File: config.mk
export PLATFORM = sky130hd
export DESIGN_NAME = pfx_eval_ram
export DESIGN_NICKNAME = d
export VERILOG_FILES = /design/src/rtl/core/prefix_expression_evaluator_assert.svh /design/src/rtl/core/pfx_eval_pkg.sv /design/src/rtl/core/pfx_eval_ram.sv
export SDC_FILE = /design/constraint.sdc
export NUM_CORES = 2
export LEC_CHECK = 0
export BUFFER_PORTS_ARGS = -buffer_cell sky130_fd_sc_hd__buf_2
export CORE_ASPECT_RATIO = 0.9
export CORE_MARGIN = 5
export CORE_UTILIZATION = 48
export CTS_CLUSTER_SIZE = 14
export DETAILED_ROUTE_END_ITERATION = 6
export GPL_TIMING_DRIVEN = 0
export PLACE_DENSITY = 0.69
export SLEW_MARGIN = 30
export SYNTH_ARGS = -nofsm -noshare
export SYNTH_HDL_FRONTEND = slang
export SYNTH_SLANG_ARGS = --single-unit
File: constraint.sdc
create_clock -name clk -period 6.6 [get_ports clk]
set_input_delay 0 -clock clk [delete_from_list [all_inputs] [get_ports clk]]
set_output_delay 0 -clock clk [all_outputs]
set_load 0.02 [all_outputs]
File: src/rtl/core/prefix_expression_evaluator_assert.svh
// assertion macros shared by the evaluator rtl
// expects clk and rst_n to be in scope where a macro is used
`ifndef PREFIX_EXPRESSION_EVALUATOR_ASSERT_SVH
`define PREFIX_EXPRESSION_EVALUATOR_ASSERT_SVH

// same-cycle implication
`define PFX_ASSERT_NOW(label, ante, cons, msg) \
    label: assert property (@(posedge clk) disable iff (!rst_n) (ante) |-> (cons)) \
        else $error(msg);

// next-cycle implication
`define PFX_ASSERT_NEXT(label, ante, cons, msg) \
    label: assert property (@(posedge clk) disable iff (!rst_n) (ante) |=> (cons)) \
        else $error(msg);

`endif

File: src/rtl/core/pfx_eval_pkg.sv
// types, codes and sizes for the prefix expression evaluator
// no dependencies
package pfx_eval_pkg;

    localparam int DATA_W          = 64;
    localparam int STACK_DEPTH_DEF = 64;
    localparam int STEP_W          = $clog2(DATA_W);
    localparam int STATUS_W        = 3;

    localparam logic [STEP_W-1:0] STEP_LAST = STEP_W'(DATA_W - 1);

    localparam logic MODE_PUSH = 1'b0;
    localparam logic MODE_OP   = 1'b1;

    localparam logic [1:0] OP_ADD = 2'd0;
    localparam logic [1:0] OP_SUB = 2'd1;
    localparam logic [1:0] OP_MUL = 2'd2;
    localparam logic [1:0] OP_DIV = 2'd3;

    localparam logic [STATUS_W-1:0] ST_OK        = 3'd0;
    localparam logic [STATUS_W-1:0] ST_UNDERFLOW = 3'd1;
    localparam logic [STATUS_W-1:0] ST_OVERFLOW  = 3'd2;
    localparam logic [STATUS_W-1:0] ST_DIVZERO   = 3'd3;
    localparam logic [STATUS_W-1:0] ST_MALFORMED = 3'd4;

    typedef struct packed {
        logic                     mode;
        logic signed [DATA_W-1:0] operand_value;
        logic [1:0]               op_code;
        logic                     last_token;
    } pfx_eval_in_t;

    typedef struct packed {
        logic signed [DATA_W-1:0] result_value;
        logic [STATUS_W-1:0]      status;
    } pfx_eval_out_t;

endpackage

File: src/rtl/core/pfx_eval_ram.sv
// generic single-port-write, single-port-read ram with registered read
// depends on pfx_eval_pkg for default sizes
module pfx_eval_ram #(
    parameter int WIDTH = pfx_eval_pkg::DATA_W,
    parameter int DEPTH = pfx_eval_pkg::STACK_DEPTH_DEF
) (
    input  logic                     clk,
    input  logic                     wr_en,
    input  logic [$clog2(DEPTH)-1:0] wr_addr,
    input  logic [WIDTH-1:0]         wr_data,
    input  logic                     rd_en,
    input  logic [$clog2(DEPTH)-1:0] rd_addr,
    output logic [WIDTH-1:0]         rd_data
);

    logic [WIDTH-1:0] mem [DEPTH];
    logic [WIDTH-1:0] rd_data_reg;

    always_ff @(posedge clk)
    begin
        if (wr_en)
        begin
            mem[wr_addr] <= wr_data;
        end
        if (rd_en)
        begin
            rd_data_reg <= mem[rd_addr];
        end
    end

    assign rd_data = rd_data_reg;

endmodule

==> metrics.txt <==
Final #Nets=7596; Synth async-reset ratio=0%; cells after synthesis=6598; Clk pin slew, worst setup/hold paths=60 ps; fmax=288.3 MHz; highest-count cells in the layout ignoring fill and taps=edfxtp_1 (4160), mux4_2 (1024), clkbuf_16 (417); most frequent CP cell=buf_2; sequential share of the synthesized area=79.57%; P&R area growth vs syn=17.81%; final setup margin=3132 ps; CP cell instances=buf_2 > buf_4 > buf_2 > buf_2 > buf_4 > mux2i_1 > o22ai_1 > a31oi_1 > a211oi_1; die area=338600 um^2; Crit-path slowest cell=a211oi_1; num rows=199; max-slew violation count=0; Final period util=52.55%; #FFs+latches synth=4160; number of synthesized flops with an enable pin=4160; top_reg_cell synth=edfxtp_1; hpwl dp=287300 um; routed wire length=428800 um; Starting DRT DRC Count=12.48k; initial antenna violation count=35; Mapped Area=157000 um^2; dpl ws=2215 ps; CP endpoint kind=register; register area=124900 um^2; Yosys warning total=0; GPL Wtd Cong=0.8604; Die Width=612.8 um; GRT Total Usage=25.22%; static leakage=58.10 nW; Post-DP Area=171200 um^2; Crit path buffers/inverters=5; CTS tree=done; Final Instance Area=184900 um^2; maximum fanout along the worst path=10; Avg WL per Cell=35.20 um; largest net degree at the start of global routing=65; gr ovfl total=0; critical path class=primary input to register; CTS Buf Count=414; Worst Path Required=7210 ps; Cell Count, Final, Fillers Out=12.18k; footprint of the multi-input gates=30850 um^2; max_cap viols=0; clock tree buffer depth=4; HP Class=primary input to register; TritonRoute pass-1 iters=6; Startpoint Class=primary input; initial core utilization=48.13%; final setup fails=0; Core Area=326200 um^2; clock root buffer=clkbuf_16; Cell variety after synth=32; first-pass GRT wire length=603600 um; hold slack final=53.85 ps; Die Height=552.5 um; crit-path max cell delay=820 ps; ANT nets after route=0; Ports=143; DR vias/cell=6.424; DRC violations left=0; relative slew slack=23.82%; final hold vios=0; Worst EP arrival=4080 ps; worst-margin pin slew=1143 ps; worst-skew pair later-pin latency=1000 ps; ratio of cells with drive above 1 in the final layout=30.20%; Final Skew=88.16 ps; Fill cells=22.76k; DR vias=78.25k; vias in the first global route=78.27k; post-cts sizing count=0; Tmin final=3468 ps; H-tree depth reported by CTS=5; clk sink count=4160; status=complete, no violations; Mapped Nets=6677; Avg Inst Size Synth=23.79 um^2; RSZ-0062 raised after global routing=no; IO buf count=134; VDD IR max=0.0002657 V; placed cells=11.35k; Top delay family on crit path=buffers and inverters; most common cell after layout, fill and taps aside=edfxtp_1; Largest register FFs=4096; pwr/cell area=296.6 nW/um^2
-- worst reg2reg max path: stages (launching register included) --
cell	delay, ps
edfxtp_1	410
mux4_2	510
mux2i_1	250
o22ai_1	320
a31oi_1	810
a211oi_1	310
-- layer usage --
metal  vias to the layer above  track usage, %  part of all wire, %
met4                        16           10.35                  5.1
met3                       990           6.606                   12
li1                      30480               -                    -
met5                         -               0                0.025
met1                     41310           34.59                   36
met2                      5450           38.88                   47
-- cell type report --
cell class	count	share of cell area (%)
Sequential cell	4160	67.54
Tap cell	4321	2.923
Clock inverter	247	1.178
Buffer	370	0.9701
Clock buffer	500	5.811
Antenna cell	12	0.01624
Multi-Input combinational cell	2049	16.68
Inverter	19	0.03856
Timing Repair Buffer	503	4.840
-- logic make-up after synthesis --
family | synth area share, %
DFF | 79.57
muxes | 15.55
AOI/OAI and AO/OA | 2.467
buffers and inverters | 1.176
and+or+nand+nor | 1.235
-- cell usage after synthesis, types with 6 or more instances --
master | instances | area [um^2]
o221ai_1 | 38 | 332.8
buf_4 | 34 | 255.2
mux2i_1 | 135 | 1351
buf_1 | 20 | 75.07
a22o_1 | 88 | 770.7
nand2b_1 | 11 | 68.82
or2_2 | 28 | 175.2
mux4_2 | 1024 | 23060
buf_6 | 6 | 67.56
nand3_1 | 45 | 225.2
o22ai_1 | 83 | 519.3
a211oi_1 | 63 | 473.0
inv_1 | 19 | 71.32
a41oi_1 | 26 | 227.7
and3_1 | 64 | 400.4
edfxtp_1 | 4160 | 124900
nor2_1 | 112 | 420.4
a2bb2oi_1 | 19 | 166.4
or3_1 | 29 | 181.4
nand2_1 | 58 | 217.7
a22oi_1 | 168 | 1261
clkbuf_1 | 140 | 525.5
a31oi_1 | 18 | 112.6
buf_2 | 170 | 850.8
nor2b_1 | 28 | 175.2
-- final timing paths --
kind,start,depth (start not counted),slack [ps],end
setup / recovery,rd_addr[2],9,3130,rd_data[7]$_DFFE_PP_
hold / removal,wr_data[22],2,50,mem[58][22]$_DFFE_PP_
setup reg to reg,mem[61][38]$_DFFE_PP_,5,3700,rd_data[38]$_DFFE_PP_
hold reg to reg,mem[54][32]$_DFFE_PP_,4,1000,rd_data[32]$_DFFE_PP_
-- metrics by stage --
step | setup TNS (ps) | utilization, % | total power [mW]
after floorplan | 0 | - | 31.33
after global placement | -3813080 | 49.99 | 32.66
after detailed placement | 0 | 52.48 | 32.82
after CTS | 0 | 56.66 | 55.04
after global routing | 0 | 56.70 | 56.42
final | 0 | 56.70 | 54.86
-- power by group --
group / switching [mW] / internal [mW] / total, mW
Clock: 9.90 / 12.6 / 22.5
Sequential: 0.0597 / 29.3 / 29.4
Combinational: 1.98 / 1.01 / 2.99
-- repair_timing --
item                      4_1_cts  5_1_grt
buffers inserted                0        0
hold endpoints to repair     4218        0
hold buffers                   72        0
No activity file was read; power rests on OpenSTA's default activity.
